<file path="src/rtl/ewc_pkg.sv">
// Shared types and constants for the energy-weighted centroid block.
// Holds the input and result beat structs, opcode codes and register indexes.
// No dependencies.
package ewc_pkg;

    localparam int ACC_WIDTH_DEF = 48;
    localparam int CFG_IDX_W     = 1;
    localparam int CFG_DATA_W    = 8;
    localparam int ESUM_W        = 32;

    typedef enum logic [0:0] {
        OP_DEPOSIT = 1'b0,
        OP_END     = 1'b1
    } t_opcode;

    localparam logic [CFG_IDX_W-1:0] CFG_LAYER   = 1'b0;
    localparam logic [CFG_IDX_W-1:0] CFG_SEGMENT = 1'b1;

    typedef struct packed {
        t_opcode            opcode;
        logic [15:0]        deposit_energy;
        logic signed [15:0] pre_x;
        logic signed [15:0] pre_y;
        logic signed [15:0] pre_z;
        logic [15:0]        pre_time;
        logic signed [15:0] post_x;
        logic signed [15:0] post_y;
        logic signed [15:0] post_z;
        logic [15:0]        post_time;
    } t_in_beat;

    typedef struct packed {
        logic signed [15:0] cent_x;
        logic signed [15:0] cent_y;
        logic signed [15:0] cent_z;
        logic [15:0]        cent_time;
        logic [31:0]        total_energy;
        logic [7:0]         layer_number;
        logic [7:0]         segment_number;
    } t_out_beat;

endpackage

</file>
<file path="src/rtl/energy_weighted_centroid.sv">
// Energy-weighted centroid of one detector cell's deposits per event.
// Depends on ewc_pkg for beat structs, opcodes and register indexes.
//
// Input channel: i_valid / o_stall / i_data. A beat is taken at a rising edge
// with i_valid high and o_stall low. A deposit beat with nonzero energy is
// accepted and then runs a multiply and a saturating add for each of the
// four coordinates, all through one 17x17 multiplier and one adder.
// A zero-energy deposit is dropped in its accept cycle.
// An end-of-event beat with a nonzero total runs a restoring divider, one
// quotient bit per cycle, once per coordinate, after which the result is
// loaded into the output register. An end-of-event beat with a zero total
// gives no result and is dropped in its accept cycle. o_stall stays high
// while a beat is in work.
// Output channel: o_valid / i_stall / o_data, from a register. A held result
// does not block new deposits; the next result waits until it is taken.
// Configuration: i_cfg_we / i_cfg_idx / i_cfg_data write layer and segment ids.
// Reset (synchronous, active low) clears the ids, all sums and both channels.
module energy_weighted_centroid #(
    parameter int ACC_WIDTH = ewc_pkg::ACC_WIDTH_DEF
) (
    input  logic                           i_clk,
    input  logic                           i_rst_n,
    input  logic                           i_valid,
    output logic                           o_stall,
    input  ewc_pkg::t_in_beat              i_data,
    output logic                           o_valid,
    input  logic                           i_stall,
    output ewc_pkg::t_out_beat             o_data,
    input  logic                           i_cfg_we,
    input  logic [ewc_pkg::CFG_IDX_W-1:0]  i_cfg_idx,
    input  logic [ewc_pkg::CFG_DATA_W-1:0] i_cfg_data
);

    localparam int W     = ACC_WIDTH;
    localparam int CNT_W = $clog2(ACC_WIDTH);
    localparam int EW    = ewc_pkg::ESUM_W;
    localparam logic [1:0] LANE_T = 2'd3;

    typedef enum logic [2:0] {
        S_IDLE,
        S_MUL,
        S_ACC,
        S_DIV_LOAD,
        S_DIV_STEP,
        S_DIV_END,
        S_OUT
    } t_state;

    t_state                  r_state;
    logic [1:0]              r_lane;
    logic [CNT_W-1:0]        r_cnt;
    logic [7:0]              r_layer;
    logic [7:0]              r_segment;
    logic [EW-1:0]           r_esum;
    logic [W-1:0]            r_acc [4];
    logic signed [16:0]      r_mid [4];
    logic [15:0]             r_energy;
    logic signed [33:0]      r_prod;
    logic [EW-1:0]           r_rem;
    logic [W-1:0]            r_quo;
    logic                    r_neg;
    logic [15:0]             r_cent [4];
    logic                    r_out_valid;
    ewc_pkg::t_out_beat      r_out;

    logic                    in_take;
    logic                    out_load;
    logic                    n_out_valid;
    logic [EW:0]             esum_add;
    logic [EW-1:0]           n_esum;
    logic signed [16:0]      sum_x, sum_y, sum_z;
    logic [16:0]             sum_t;
    logic signed [33:0]      n_prod;
    logic [W-1:0]            acc_sel;
    logic [W:0]              acc_ext, prod_ext, acc_add;
    logic [W-1:0]            n_acc;
    logic                    sel_neg;
    logic [W-1:0]            sel_mag;
    logic [EW:0]             div_t;
    logic                    div_ge;
    logic [EW-1:0]           n_rem;
    logic [W-1:0]            n_quo;
    logic [15:0]             n_cent;

    assign o_stall = (r_state != S_IDLE);
    assign o_valid = r_out_valid;
    assign o_data  = r_out;
    assign in_take = i_valid && (r_state == S_IDLE);

    assign out_load    = (r_state == S_OUT) && (!r_out_valid || !i_stall);
    assign n_out_valid = out_load || (r_out_valid && i_stall);

    assign esum_add = {1'b0, r_esum} + {{(EW-16+1){1'b0}}, i_data.deposit_energy};
    assign n_esum   = esum_add[EW] ? {EW{1'b1}} : esum_add[EW-1:0];

    assign sum_x = 17'(i_data.pre_x) + 17'(i_data.post_x);
    assign sum_y = 17'(i_data.pre_y) + 17'(i_data.post_y);
    assign sum_z = 17'(i_data.pre_z) + 17'(i_data.post_z);
    assign sum_t = {1'b0, i_data.pre_time} + {1'b0, i_data.post_time};

    assign n_prod = r_mid[r_lane] * $signed({1'b0, r_energy});

    assign acc_sel  = r_acc[r_lane];
    assign acc_ext  = (r_lane == LANE_T) ? {1'b0, acc_sel} : {acc_sel[W-1], acc_sel};
    assign prod_ext = {{(W+1-34){r_prod[33]}}, r_prod};
    assign acc_add  = acc_ext + prod_ext;

    always_comb begin
        if (r_lane == LANE_T) begin
            n_acc = acc_add[W] ? {W{1'b1}} : acc_add[W-1:0];
        end else if (acc_add[W] != acc_add[W-1]) begin
            n_acc = acc_add[W] ? {1'b1, {(W-1){1'b0}}} : {1'b0, {(W-1){1'b1}}};
        end else begin
            n_acc = acc_add[W-1:0];
        end
    end

    assign sel_neg = (r_lane != LANE_T) && acc_sel[W-1];
    assign sel_mag = sel_neg ? (~acc_sel + W'(1)) : acc_sel;

    assign div_t  = {r_rem, r_quo[W-1]};
    assign div_ge = (div_t >= {1'b0, r_esum});
    assign n_rem  = div_ge ? EW'(div_t - {1'b0, r_esum}) : div_t[EW-1:0];
    assign n_quo  = {r_quo[W-2:0], div_ge};

    always_comb begin
        if (r_lane == LANE_T) begin
            n_cent = (r_quo > W'(65535)) ? 16'hFFFF : r_quo[15:0];
        end else if (r_neg) begin
            n_cent = (r_quo > W'(32768)) ? 16'h8000 : (~r_quo[15:0] + 16'd1);
        end else begin
            n_cent = (r_quo > W'(32767)) ? 16'h7FFF : r_quo[15:0];
        end
    end

    always_ff @(posedge i_clk) begin
        if (!i_rst_n) begin
            r_state     <= S_IDLE;
            r_lane      <= '0;
            r_cnt       <= '0;
            r_layer     <= '0;
            r_segment   <= '0;
            r_esum      <= '0;
            r_out_valid <= 1'b0;
            for (int k = 0; k < 4; k++) begin
                r_acc[k] <= '0;
            end
        end else begin
            if (i_cfg_we) begin
                case (i_cfg_idx)
                    ewc_pkg::CFG_LAYER:   r_layer   <= i_cfg_data;
                    ewc_pkg::CFG_SEGMENT: r_segment <= i_cfg_data;
                    default: ;
                endcase
            end

            r_out_valid <= n_out_valid;

            case (r_state)
                S_IDLE: begin
                    r_lane <= '0;
                    if (in_take) begin
                        if (i_data.opcode == ewc_pkg::OP_DEPOSIT) begin
                            if (i_data.deposit_energy != 16'd0) begin
                                r_energy <= i_data.deposit_energy;
                                r_esum   <= n_esum;
                                r_mid[0] <= sum_x >>> 1;
                                r_mid[1] <= sum_y >>> 1;
                                r_mid[2] <= sum_z >>> 1;
                                r_mid[3] <= $signed({1'b0, sum_t[16:1]});
                                r_state  <= S_MUL;
                            end
                        end else if (r_esum != '0) begin
                            r_state <= S_DIV_LOAD;
                        end
                    end
                end
                S_MUL: begin
                    r_prod  <= n_prod;
                    r_state <= S_ACC;
                end
                S_ACC: begin
                    r_acc[r_lane] <= n_acc;
                    r_lane        <= r_lane + 2'd1;
                    r_state       <= (r_lane == LANE_T) ? S_IDLE : S_MUL;
                end
                S_DIV_LOAD: begin
                    r_quo   <= sel_mag;
                    r_neg   <= sel_neg;
                    r_rem   <= '0;
                    r_cnt   <= '0;
                    r_state <= S_DIV_STEP;
                end
                S_DIV_STEP: begin
                    r_quo <= n_quo;
                    r_rem <= n_rem;
                    r_cnt <= r_cnt + CNT_W'(1);
                    if (r_cnt == CNT_W'(ACC_WIDTH - 1)) begin
                        r_state <= S_DIV_END;
                    end
                end
                S_DIV_END: begin
                    r_cent[r_lane] <= n_cent;
                    r_lane         <= r_lane + 2'd1;
                    r_state        <= (r_lane == LANE_T) ? S_OUT : S_DIV_LOAD;
                end
                S_OUT: begin
                    if (out_load) begin
                        r_out.cent_x         <= $signed(r_cent[0]);
                        r_out.cent_y         <= $signed(r_cent[1]);
                        r_out.cent_z         <= $signed(r_cent[2]);
                        r_out.cent_time      <= r_cent[3];
                        r_out.total_energy   <= r_esum;
                        r_out.layer_number   <= r_layer;
                        r_out.segment_number <= r_segment;
                        r_esum               <= '0;
                        for (int k = 0; k < 4; k++) begin
                            r_acc[k] <= '0;
                        end
                        r_state <= S_IDLE;
                    end
                end
                default: r_state <= S_IDLE;
            endcase
        end
    end

endmodule

</file>
<file path="config.mk">
export PLATFORM = sky130hd
export DESIGN_NAME = energy_weighted_centroid
export DESIGN_NICKNAME = d
export VERILOG_FILES = /design/src/rtl/ewc_pkg.sv /design/src/rtl/energy_weighted_centroid.sv
export SDC_FILE = /design/constraint.sdc
export NUM_CORES = 2
export LEC_CHECK = 0
export BUFFER_PORTS_ARGS = -buffer_cell sky130_fd_sc_hd__buf_4
export CORE_ASPECT_RATIO = 1.25
export CORE_MARGIN = 2
export CORE_UTILIZATION = 60
export DETAILED_ROUTE_END_ITERATION = 10
export HOLD_SLACK_MARGIN = 0.06
export PLACE_DENSITY = 0.75
export SETUP_SLACK_MARGIN = 0.15
export SLEW_MARGIN = 5
export SYNTH_ARGS = -nofsm -noshare
export SYNTH_HDL_FRONTEND = slang
export SYNTH_SLANG_ARGS = --single-unit
</file>
<file path="constraint.sdc">
create_clock -name i_clk -period 12 [get_ports i_clk]
set_clock_uncertainty 0.1 [all_clocks]
set_input_delay 1.8 -clock i_clk [delete_from_list [all_inputs] [get_ports i_clk]]
set_output_delay 1.8 -clock i_clk [all_outputs]
set_load 0.005 [all_outputs]
</file>
Yosys cells after proc, flatten, opt, wreduce, memory -nomap -nowiden

Memory sizes are Yosys's and may differ from the RTL's. A register that Yosys moved wholly into a read port is not among the register bits.
Index checks and enable logic that the tools add are counted.

Bits of input ports: 159
Memory bits (writable): 324
Register bits: 239
Logic and storage cells: 144
Memories: 3

Bitwise operators: 8
Mux-type cells: 59
$mul: 1
Order comparisons: 4
$add $sub $neg: 11
Equal/unequal tests: 17
Reduce and logical (&&, ||, !) cells: 26

Memory list:

| name   | words | bits a word | read ports | clocked after memory_dff | wr ports | RTL line                       | RTL |
|---|---|---|---|---|---|---|---|
| r_acc  | 4     | 48          | 1          | 1                        | 4        | energy_weighted_centroid.sv:55 | `logic [W-1:0] r_acc [4];` |
| r_mid  | 4     | 17          | 1          | 1                        | 4        | energy_weighted_centroid.sv:56 | `logic signed [16:0] r_mid [4];` |
| r_cent | 4     | 16          | 4          | 4                        | 1        | energy_weighted_centroid.sv:62 | `logic [15:0] r_cent [4];` |

Operators by type and width:

| operator              | count |
|---|---|
| $mux 48               | 10 |
| $mux 32               | 6 |
| $pmux 32 s2           | 2 |
| $gt 48x16->1 const B  | 2 |
| $pmux 48 s2           | 1 |
| $mux 16               | 5 |
| $add 16x16->17        | 4 |
| $add 49x49->49        | 1 |
| $mux 49               | 1 |
| $add 48x1->48 const B | 1 |
| $gt 48x15->1 const B  | 1 |
| $not 48->48           | 1 |
| $reduce_or 48->1      | 1 |
| $mul 17x17->34        | 1 |
| $add 32x16->33        | 1 |
| $ge 33x32->1          | 1 |
| $reduce_bool 32->1    | 1 |
| $sub 32x32->32        | 1 |
| $mux 3                | 7 |
| $pmux 3 s7            | 1 |
| $mux 1                | 19 |
| $add 16x1->16 const B | 1 |
| $not 16->16           | 1 |
| $reduce_bool 16->1    | 1 |
| other kinds (26)      | 55 |

Logic depth before layout (Yosys ltp)

Depth after elaboration: 9
Depth in mapped cells: 34
Depth with buffers taken out: 27

Least setup slack after synthesis

Ideal clock, no wire load.

Path kind: in2reg
Start point: in i_data[130] (netlist name)
End point: reg r_out, in the netlist o_data[0] (enable)
Required time: 11.180 ns
Arrival time: 10.367 ns
Stages: 6
Setup time: 0.720 ns
Setup slack: 0.813 ns
Cell sequence: nor4_1 nand4_1 and3b_1 nor2b_1 clkbuf_1 nor3_1

RTL lines:

| element            | RTL line                       | RTL |
|---|---|---|
| start: declaration | energy_weighted_centroid.sv:25 | `input ewc_pkg::t_in_beat i_data,` |
| end: declaration   | energy_weighted_centroid.sv:64 | `ewc_pkg::t_out_beat r_out;` |

==> impl_metrics.json <==
{
  "ys.flop_type": "edfxtp_1",
  "initial_core_util_pct": 60.5,
  "synth_seq_cells": 625,
  "grt_pass1_wl_um": 174000,
  "drc_errors": 0,
  "seqCellArea_um2": 18200,
  "status": "finished, final reports clean",
  "synth_nets": 4789,
  "insertion_delay_ps": 660,
  "vias_per_cell": 5.98,
  "cts_tree": "done",
  "layout.cells.non_filler": 5306,
  "dr.pass1.iters": 5,
  "port_buffers": 272,
  "synth-async-reset-ratio_pct": 0,
  "netlist_instances": 4093,
  "grt_setup_unrepaired": "false",
  "period_share_pct": 72.1,
  "slowest_stage": "buf_4",
  "hpwl_um": 82100,
  "cts_max_path_buffers": 3,
  "critPathLaunchType": "register",
  "worstPathArrival_ps": 8850,
  "die_h_um": 305,
  "clkSinkCount": 625,
  "finalHoldViolations": 0,
  "crit_chain": "buf_4 > mux4_2 > ha_1 > and2_1 > a221oi_1 > a21boi_0 > o31ai_1 > o21ai_0 > a31oi_1 > o21ai_0 > a221o_1 > a21oi_1 > xor2_1 > ha_1 > nor2b_1 > and4_1 > nor2_4 > buf_4 > a21oi_1",
  "tightest_slew_ps": 1130,
  "root_buffer": "clkbuf_16",
  "clk_pin_slew_ps": 60,
  "setup-tns-final_ps": 0,
  "fin_util_pct": 67.4,
  "multiInputGateArea_um2": 23000,
  "antenna_left": 0,
  "diodes": 0,
  "gp_congestion": 0.971,
  "cts_buffers": 66,
  "slew_headroom_pct": 24.1,
  "ys_seq_area_share_pct": 41.7,
  "setup_viol_count_final": 0,
  "fill_cells": 5561,
  "synth-edff-count": 563,
  "critPathKind": "reg2reg",
  "drt-total-wl_um": 111000,
  "num-nets-final": 5001,
  "crit_path_end_kind": "register",
  "reg2reg_slack_ps": 3350,
  "synth_area_um2": 43500,
  "ys_types": 81,
  "syn_area_per_cell_um2": 10.6,
  "slew_violations": 0,
  "post_cts_buffers": 0,
  "fin_crit_ps": 8650,
  "cts_hold_buf": 0,
  "ys_warn_count": 0,
  "fp.dieW_um": 245,
  "antenna_found_initial": 0,
  "htree_levels": 3,
  "hp-class": "reg2reg",
  "overflow": 0,
  "ctsResizeCount": 0,
  "place_inst": 5189,
  "grt_usage_pct": 30.0,
  "whs_ps": 315,
  "drive_gt1_share_pct": 11.6,
  "detail_route.wl_per_cell_um": 20.9,
  "crit_fanout": 98,
  "fmax_mhz": 116,
  "core_area_um2": 72000,
  "critPathMaxStageDelay_ps": 840,
  "area_growth_pct": 11.4,
  "grt_pass1_vias": 32250,
  "dieArea_um2": 74800,
  "num_vias": 31745,
  "io_pins": 273,
  "grt_start_max_net_pins": 99,
  "drt_iter0_markers": 2533,
  "cp.required_ps": 12210,
  "min-delay-start": "r_cent[3][10]",
  "fp-row-count": 110,
  "cap_viol_max_count": 0
}
-- routing by layer --
metal  up-vias  track usage (%)  part of all wire, %
li1      14733                -                    -
met1     15536             35.6                   37
met4         0             17.1                  5.9
met3       291             3.51                  5.6
met5         -                0                    0
met2      1185             52.8                   51
-- stage by stage --
stage               setup slack (ps)  area [µm²]
floorplan                        813       43500
global placement                3440       46400
detailed placement              3520       46400
CTS                             3400       48500
global route                    2810       48500
finish                          3350       48500
-- cells by family (layout without fill, tap and decap cells) --
family,after synthesis,after routing,synth area share [%]
and+or+nand+nor,1126,1126,12.2
muxes,93,93,3.97
buffers and inverters,635,896,5.64
AOI/OAI and AO/OA,880,880,12.2
adders and majority gates,537,537,20.4
DFF,625,625,41.7
xor gates and xnor gates,197,197,3.96
-- cell type report --
| cell class | instances | share of cell area, % |
|---|---|---|
| inverter | 480 | 3.71 |
| tap | 952 | 2.46 |
| clock inverter | 39 | 0.777 |
| multi-input combinational | 2833 | 47.4 |
| clock buffer | 78 | 3.54 |
| timing repair buffer | 299 | 4.63 |
| sequential | 625 | 37.4 |
-- worst max-delay path, delay by kind of cell, from the launching register on --
kind                     cells  cell delay [ps]
AO/OA/AOI/OAI                9             2950
buffers and inverters        2             1630
AND/OR/NAND/NOR              4             1170
flip-flops                   1              720
adder cells (fa/ha/maj)      2              710
multiplexers                 1              680
XOR/XNOR                     1              180
-- Yosys cell counts, types with 24 or more instances --
cell	count	area, µm²
and2_1	140	876
a211oi_1	28	210
ha_1	251	3140
buf_2	26	130
xnor2_1	152	1330
nor3_1	61	305
nand2b_1	27	169
fa_1	286	5730
o21ai_0	196	981
a21o_1	69	518
edfxtp_1	563	16900
dfxtp_1	62	1240
nor4_1	32	200
mux4_2	61	1370
nand2_1	389	1460
and3_1	24	150
or3_1	31	194
nor2b_1	28	175
xor2_1	45	394
a21oi_1	366	1830
mux2i_1	29	290
nor2_1	266	998
a31oi_1	30	188
inv_1	477	1790
clkbuf_1	112	420
nand3_1	68	340
-- flip-flops by register name (all words and copies together), names as in the netlist, 16 cells and up, named ones only --
register / count
r_rem: 32
r_prod: 34
r_mid: 64
o_data: 112
r_cent: 64
r_quo: 48
r_energy: 16
r_esum: 32
r_acc: 192
-- layout by cell type, fill, tap and decap left out, drive strengths merged, types with 63 or more instances in the layout --
master    n
a21o     69
a21oi   367
and2    141
buf     299
clkbuf   78
edfxtp  563
fa      286
ha      251
inv     483
mux4     63
nand2   389
nand3    69
nor2    269
nor3     63
o21ai   207
xnor2   152
-- path summary, 6_finish.rpt --
check / to / cells after the start
max reg2reg: r_acc[0][18] / 19
min: o_data[58] / 0
min reg2reg: o_data[58] / 0
max: r_acc[0][18] / 19
Power is left out: the tool's default activity adds up to more than one toggle a clock period on the data nets, which glitch-free logic cannot reach.
